$ cat config.mk
export PLATFORM = sky130hd
export DESIGN_NAME = isbn10_hyphenated_validator_unit
export DESIGN_NICKNAME = d
export VERILOG_FILES = /design/src/hw/rtl/isbn10_pkg.sv /design/src/hw/rtl/isbn10_update.sv /design/src/hw/rtl/isbn10_hyphenated_validator_unit.sv
export SDC_FILE = /design/constraint.sdc
export NUM_CORES = 1
export LEC_CHECK = 0
export ABC_AREA = 1
export BUFFER_PORTS_ARGS = -buffer_cell sky130_fd_sc_hd__buf_2
export CELL_PAD_IN_SITES_DETAIL_PLACEMENT = 0
export CELL_PAD_IN_SITES_GLOBAL_PLACEMENT = 1
export CORE_ASPECT_RATIO = 1.5
export CORE_UTILIZATION = 41
export CTS_BUF_LIST = sky130_fd_sc_hd__clkbuf_8 sky130_fd_sc_hd__clkbuf_16
export DETAILED_ROUTE_END_ITERATION = 8
export GPL_ROUTABILITY_DRIVEN = 1
export PLACE_DENSITY = 0.75
export SYNTH_ARGS = -nofsm -noshare
export SYNTH_HDL_FRONTEND = slang
export SYNTH_SLANG_ARGS = --single-unit
$ cat constraint.sdc
create_clock -name clk -period 11.7 [get_ports clk]
set_input_delay 3.51 -clock clk [delete_from_list [all_inputs] [get_ports clk]]
set_output_delay 3.51 -clock clk [all_outputs]
set_load 0.05 [all_outputs]
$ cat src/hw/rtl/isbn10_pkg.sv
// ----------------------------------------------------------------------------
// isbn10_pkg
// Shared types, character codes and helpers for the hyphenated ISBN-10
// validator.
// ----------------------------------------------------------------------------
package isbn10_pkg;

	// Character codes.
	localparam logic [7:0] CH_ZERO   = 8'd48;
	localparam logic [7:0] CH_NINE   = 8'd57;
	localparam logic [7:0] CH_X      = 8'd88;
	localparam logic [7:0] CH_HYPHEN = 8'd45;

	// Weighting, modulus and group length limits.
	localparam logic [3:0] START_WEIGHT = 4'd10;
	localparam logic [3:0] X_VALUE      = 4'd10;
	localparam logic [3:0] DIGITS_TOTAL = 4'd10;
	localparam logic [3:0] DIGITS_SAT   = 4'd15;
	localparam logic [6:0] MODULUS      = 7'd11;
	localparam logic [2:0] LIMIT_G0     = 3'd5;
	localparam logic [2:0] LIMIT_G1     = 3'd7;
	localparam logic [2:0] LIMIT_G2     = 3'd6;

	// Group codes.
	localparam logic [1:0] GROUP_FIRST  = 2'd0;
	localparam logic [1:0] GROUP_SECOND = 2'd1;
	localparam logic [1:0] GROUP_CHECK  = 2'd3;

	// Running state of one string.
	typedef struct packed {
		logic [1:0] group_index;
		logic [2:0] group_count;
		logic [3:0] total_digits;
		logic [3:0] weight;
		logic [3:0] sum_mod;
		logic       error_seen;
	} state_t;

	localparam state_t STATE_RST = '{
		group_index:  GROUP_FIRST,
		group_count:  3'd0,
		total_digits: 4'd0,
		weight:       START_WEIGHT,
		sum_mod:      4'd0,
		error_seen:   1'b0
	};

	// Remainder modulo 11 of a value below 128, by conditional subtraction
	// of 88, 44, 22 and 11.
	function automatic logic [3:0] mod11(input logic [6:0] x);
		logic [6:0] r;
		r = x;
		if (r >= (MODULUS << 3)) begin
			r = r - (MODULUS << 3);
		end
		if (r >= (MODULUS << 2)) begin
			r = r - (MODULUS << 2);
		end
		if (r >= (MODULUS << 1)) begin
			r = r - (MODULUS << 1);
		end
		if (r >= MODULUS) begin
			r = r - MODULUS;
		end
		return r[3:0];
	endfunction

endpackage

$ cat src/hw/rtl/isbn10_update.sv
// ----------------------------------------------------------------------------
// isbn10_update
// Next-state logic for one character: group tracking, length checks and the
// weighted sum modulo 11, plus the final verdict on the updated state.
// ----------------------------------------------------------------------------
module isbn10_update (
	input  isbn10_pkg::state_t cur,
	input  logic [7:0]         ch,
	output isbn10_pkg::state_t nxt,
	output logic               ok
);

	logic       is_digit;
	logic       is_hyphen;
	logic       is_x;
	logic [2:0] limit;
	logic [3:0] value;
	logic [3:0] w;
	logic [7:0] prod;
	logic [6:0] acc;
	logic [3:0] new_sum;
	logic [3:0] new_total;

	// Character classes.
	assign is_digit  = (ch >= isbn10_pkg::CH_ZERO) && (ch <= isbn10_pkg::CH_NINE);
	assign is_hyphen = (ch == isbn10_pkg::CH_HYPHEN);
	assign is_x      = (ch == isbn10_pkg::CH_X);

	// Length limit of the current leading group.
	always_comb begin
		unique case (cur.group_index)
			isbn10_pkg::GROUP_FIRST:  limit = isbn10_pkg::LIMIT_G0;
			isbn10_pkg::GROUP_SECOND: limit = isbn10_pkg::LIMIT_G1;
			default:                  limit = isbn10_pkg::LIMIT_G2;
		endcase
	end

	// Digit value and weight; the check character has weight one.
	assign value = is_digit ? 4'(ch - isbn10_pkg::CH_ZERO) : isbn10_pkg::X_VALUE;
	assign w     = (cur.group_index == isbn10_pkg::GROUP_CHECK) ? 4'd1 : cur.weight;
	assign prod  = value * w;
	assign acc   = 7'(prod) + 7'(cur.sum_mod);
	assign new_sum = isbn10_pkg::mod11(acc);
	assign new_total = (cur.total_digits < isbn10_pkg::DIGITS_SAT) ?
		cur.total_digits + 4'd1 : cur.total_digits;

	// State update for one character.
	always_comb begin
		nxt = cur;
		if (!cur.error_seen) begin
			if (cur.group_index != isbn10_pkg::GROUP_CHECK) begin
				if (is_hyphen) begin
					if (cur.group_count == 3'd0) begin
						nxt.error_seen = 1'b1;
					end else begin
						nxt.group_index = cur.group_index + 2'd1;
						nxt.group_count = 3'd0;
					end
				end else if (is_digit) begin
					if ((cur.group_count >= limit) || (cur.weight <= 4'd1)) begin
						nxt.error_seen = 1'b1;
					end else begin
						nxt.sum_mod      = new_sum;
						nxt.total_digits = new_total;
						nxt.weight       = cur.weight - 4'd1;
						nxt.group_count  = cur.group_count + 3'd1;
					end
				end else begin
					nxt.error_seen = 1'b1;
				end
			end else begin
				if ((cur.group_count >= 3'd1) || !(is_digit || is_x)) begin
					nxt.error_seen = 1'b1;
				end else begin
					nxt.sum_mod      = new_sum;
					nxt.total_digits = new_total;
					nxt.group_count  = cur.group_count + 3'd1;
				end
			end
		end
	end

	// Verdict on the string if this character ends it.
	assign ok = !nxt.error_seen && (nxt.group_index == isbn10_pkg::GROUP_CHECK) &&
		(nxt.group_count == 3'd1) && (nxt.total_digits == isbn10_pkg::DIGITS_TOTAL) &&
		(nxt.sum_mod == 4'd0);

endmodule

$ cat src/hw/rtl/isbn10_hyphenated_validator_unit.sv
// ----------------------------------------------------------------------------
// isbn10_hyphenated_validator_unit
// Checks a hyphenated ISBN-10 string arriving one character per request and
// returns one verdict per string on its last character.
// ----------------------------------------------------------------------------
//  Channel | Handshake            | Payload
//  --------+----------------------+------------------
//  input   | in_valid / in_ready  | ch[7:0], last
//  output  | out_valid / out_ready| valid_res
//
// One character per cycle is accepted unless a last character waits in the
// input register on a full verdict register; only a last character waits, so
// ordinary characters keep flowing while a verdict is held. A request is
// taken into the input register, and the running state is updated from it as
// it moves on; on a last character the verdict register loads together with
// that update, so out_valid rises as the last character leaves the input
// register. Reset clears the running state and both valid flags.
module isbn10_hyphenated_validator_unit (
	input  logic       clk,
	input  logic       arst_n,
	input  logic       in_valid,
	output logic       in_ready,
	input  logic [7:0] ch,
	input  logic       last,
	output logic       out_valid,
	input  logic       out_ready,
	output logic       valid_res
);

	logic               valid_s1;
	logic [7:0]         ch_s1;
	logic               last_s1;
	isbn10_pkg::state_t state_q;
	isbn10_pkg::state_t state_nxt;
	logic               ok;
	logic               fire_s1;
	logic               out_valid_q;
	logic               valid_res_q;

	// The held character moves on unless it ends a string and the verdict
	// register is still occupied.
	assign fire_s1  = valid_s1 && (!last_s1 || !out_valid_q || out_ready);
	assign in_ready = !valid_s1 || fire_s1;

	// Input register.
	always_ff @(posedge clk or negedge arst_n) begin
		if (!arst_n) begin
			valid_s1 <= 1'b0;
		end else if (in_ready) begin
			valid_s1 <= in_valid;
		end
	end

	always_ff @(posedge clk) begin
		if (in_ready && in_valid) begin
			ch_s1   <= ch;
			last_s1 <= last;
		end
	end

	// Character update logic.
	isbn10_update u_update (
		.cur (state_q),
		.ch  (ch_s1),
		.nxt (state_nxt),
		.ok  (ok)
	);

	// Running state; a finished string returns to the start state.
	always_ff @(posedge clk or negedge arst_n) begin
		if (!arst_n) begin
			state_q <= isbn10_pkg::STATE_RST;
		end else if (fire_s1) begin
			state_q <= last_s1 ? isbn10_pkg::STATE_RST : state_nxt;
		end
	end

	// Verdict register.
	always_ff @(posedge clk or negedge arst_n) begin
		if (!arst_n) begin
			out_valid_q <= 1'b0;
		end else if (fire_s1 && last_s1) begin
			out_valid_q <= 1'b1;
		end else if (out_ready) begin
			out_valid_q <= 1'b0;
		end
	end

	always_ff @(posedge clk) begin
		if (fire_s1 && last_s1) begin
			valid_res_q <= ok;
		end
	end

	assign out_valid = out_valid_q;
	assign valid_res = valid_res_q;

endmodule
==> flow_summary.yaml <==
timing:
  finalClockSkew_ns: 0.00690
  finalHoldViolCount: 0
  min_period_ns: 7.57
  max_slew.worst_pin.slew_ns: 0.816
  max_freq_mhz: 132
  relSlewSlack: 0.451
  tns_ns: 0
  rsz0062_at_grt: "no"
  setup_violations: 0
  report.final.slew_viol_count: 0
  finalCritPeriodShare: 0.647
cells_and_area:
  final_common_cell: "nand2_1"
  nets: 507
  syn2layout_area_growth_pct: 8.68
  final_cell_mix: "nand2_1 (108), inv_1 (85), nand3_1 (32), ha_1 (30), nor2_1 (27)"
  drive_gt1_frac: 0.142
  fill_cells: 789
  design_area_um2: 3380
  antennaDiodeCount: 0
power_and_ir_drop:
  irDropWorstVdd_mv: 0.156
  power_density_nw_per_um2: 258
  p_sw_w: 0.000484
  seq_power_share: 0.143
  leakagePower_nw: 1.84
  p_int_w: 0.000391
  p_sw_frac: 0.553
  clkPwrFrac: 0.089
  combPwrFrac: 0.768
cts:
  post_cts_buffers: 0
  numCtsBuffers: 5
  cts_tree: "built"
  clock_latency_ns: 0.28
  htreeDepth: 2
  cts_buffer_depth: 2
  cts-root-buf: "clkbuf_8"
  clkTransAtPathRegs_ns: 0.06
  cts_resized: 0
  cts_sinks: 30
  ctsHoldBuffers: 0
floorplan:
  start_util: 0.428
  die_y_um: 109
  ioPinCount: 16
  num_rows: 38
  die_area_um2: 7960
  fp.coreArea_um2: 7270
  die_x_um: 73.2
synth:
  ys_ff_latch: 30
  yosysTopAreaCell: "dfrtp_1"
  synth_top_area_frac: 0.145
  yosysSeqAreaShare: 0.258
  synthCells: 438
  synth_warnings: 0
  ys_top_cells_by_area: "dfrtp_1 (14%), nand2_1 (13%), ha_1 (12%), inv_1 (10%), edfxtp_1 (9.6%)"
  syn_avg_cell_area_um2: 7.11
  syn_area_um2: 3110
  syn_nets: 487
  synth.distinct_cells: 42
job:
  cap_violations: 0
critical_path:
  cpPeakStageDelay_ns: 0.24
  cp_cell_sequence: "buf_2 -> nor2_1 -> nand3_1 -> buf_2"
  crit_arrival_ns: 4.06
  end_kind: "output port"
  r2r-start: "state_q[16]"
  required_ns: 8.19
  crit_type: "input pin to output port"
  path_max_fanout: 3
  crit_slowest_cell: "buf_2"
  cpMostUsedCell: "buf_2"
  startpoint: "out_ready"
  startpoint_type: "input pin"
detailed_routing:
  ant_nets: 0
  drc_errors: 0
  vias_per_cell: 4.86
  vias: 2715
  wl_per_cell_um: 11.0
  drt_wl_total_um: 6170
  dr.first_iter.drc_count: 90
  firstDrtPassIters: 4
global_routing:
  grt_pass1_wl_um: 11000
  grt-ovfl-total: 0
  grt_pass1_vias: 2693
  grt_usage: 0.178
  antenna_found_initial: 0
  grt_start_max_net_pins: 21
place:
  place.port_buffers: 15
  post_dp_cell_area_um2: 3300
  place_congestion: 0.865
  dpl.hpwl_um: 5190
min_path:
  min_path_type: "flip-flop to flip-flop"
  hold_start: "state_q[1]"
status:
  status: "complete, no violations"
final timing paths:
path                         endpoint  cells after the start  slack (ns)
max                          in_ready                      4        4.13
min                        state_q[1]                      2        0.52
max reg2reg                 valid_res                     45        4.40
min reg2reg                state_q[1]                      2        0.52
max in group asynchronous  state_q[6]                      1        8.18
min in group asynchronous  state_q[9]                      1        3.17
critical path: cells and delay by family:
| family | cells | cell delay (ns) |
|---|---|---|
| buffers and inverters | 2 | 0.35 |
| AND/OR/NAND/NOR | 2 | 0.20 |
metal layers:
| metal | vias up | global-route usage | wire [um] |
|---|---|---|---|
| met4 | 0 | 0.0896 | 161 |
| li1 | 1444 | - | - |
| met3 | 13 | 0.0222 | 110 |
| met5 | - | 0 | 0 |
| met1 | 1228 | 0.183 | 2570 |
| met2 | 30 | 0.342 | 3320 |
per-stage QoR:
step | hold slack (ns) | power, W | setup slack [ns] | utilization | std cells
floorplan | 0.477 | 0.000693 | 4.18 | - | 438
global placement | 0.506 | 0.000799 | 4.14 | 0.454 | 551
detailed placement | 0.507 | 0.000806 | 4.13 | 0.454 | 551
CTS | 0.524 | 0.000888 | 4.12 | 0.465 | 559
global route | 0.558 | 0.000985 | 3.72 | 0.465 | 559
finish | 0.520 | 0.000875 | 4.13 | 0.465 | 559
cell usage after synthesis:
cell type / number
nor3b_1: 1
o31ai_1: 2
nand2_1: 108
nand3_1: 32
or2_2: 1
dfstp_2: 2
nor2_2: 3
xor2_1: 7
nor3_1: 8
nor2_1: 27
a21boi_0: 1
o21ai_0: 16
nor3_2: 1
a21oi_1: 8
buf_4: 1
nand4_1: 8
nand2_2: 14
o32ai_1: 1
o41ai_1: 2
inv_2: 8
nor2_4: 4
o211ai_1: 1
o21ai_1: 3
clkbuf_1: 1
nand3_2: 3
nand3_4: 3
dfrtp_1: 18
nand2_4: 4
o221ai_1: 1
xnor2_1: 2
o21ai_2: 1
or2_0: 1
nor4b_1: 1
and2_1: 1
inv_1: 84
a211oi_1: 1
edfxtp_1: 10
nand3b_1: 4
fa_1: 6
ha_1: 30
a22o_1: 1
o22ai_1: 7
cell type report:
class / instances / area [um2] / share of cell area
Multi-Input combinational cell: 314 / 1950 / 0.577
Sequential cell: 30 / 803 / 0.237
Inverter: 92 / 345 / 0.102
Tap cell: 100 / 125 / 0.0370
Timing Repair Buffer: 15 / 75.1 / 0.0222
Clock buffer: 5 / 68.8 / 0.0203
Clock inverter: 3 / 12.5 / 0.00370
sequential cells by signal, indices dropped and copies added (netlist names):
| signal | count |
|---|---|
| ch_s1 | 8 |
| last_s1 | 1 |
| out_valid | 1 |
| state_q | 18 |
| valid_res | 1 |
| valid_s1 | 1 |
cell families (layout without fill, tap and decap cells):
group | Yosys count | count (layout) | share of synthesized area
XOR/XNOR | 9 | 9 | 0.0253
AO/OA/AOI/OAI | 45 | 45 | 0.0864
AND/OR/NAND/NOR | 224 | 224 | 0.357
adder cells (fa/ha/maj) | 36 | 36 | 0.159
flip-flops | 30 | 30 | 0.258
buffers and inverters | 94 | 115 | 0.115
power groups by stage:
stage	Clock (W)	Combinational, W	Sequential [W]
after CTS	0.0000810	0.000682	0.000125
after global placement	0	0.000672	0.000127
final	0.0000778	0.000672	0.000125
after floorplan	0	0.000566	0.000127
after global routing	0.0000839	0.000774	0.000127
after detailed placement	0	0.000679	0.000127
No activity file was read; power rests on OpenSTA's default activity.
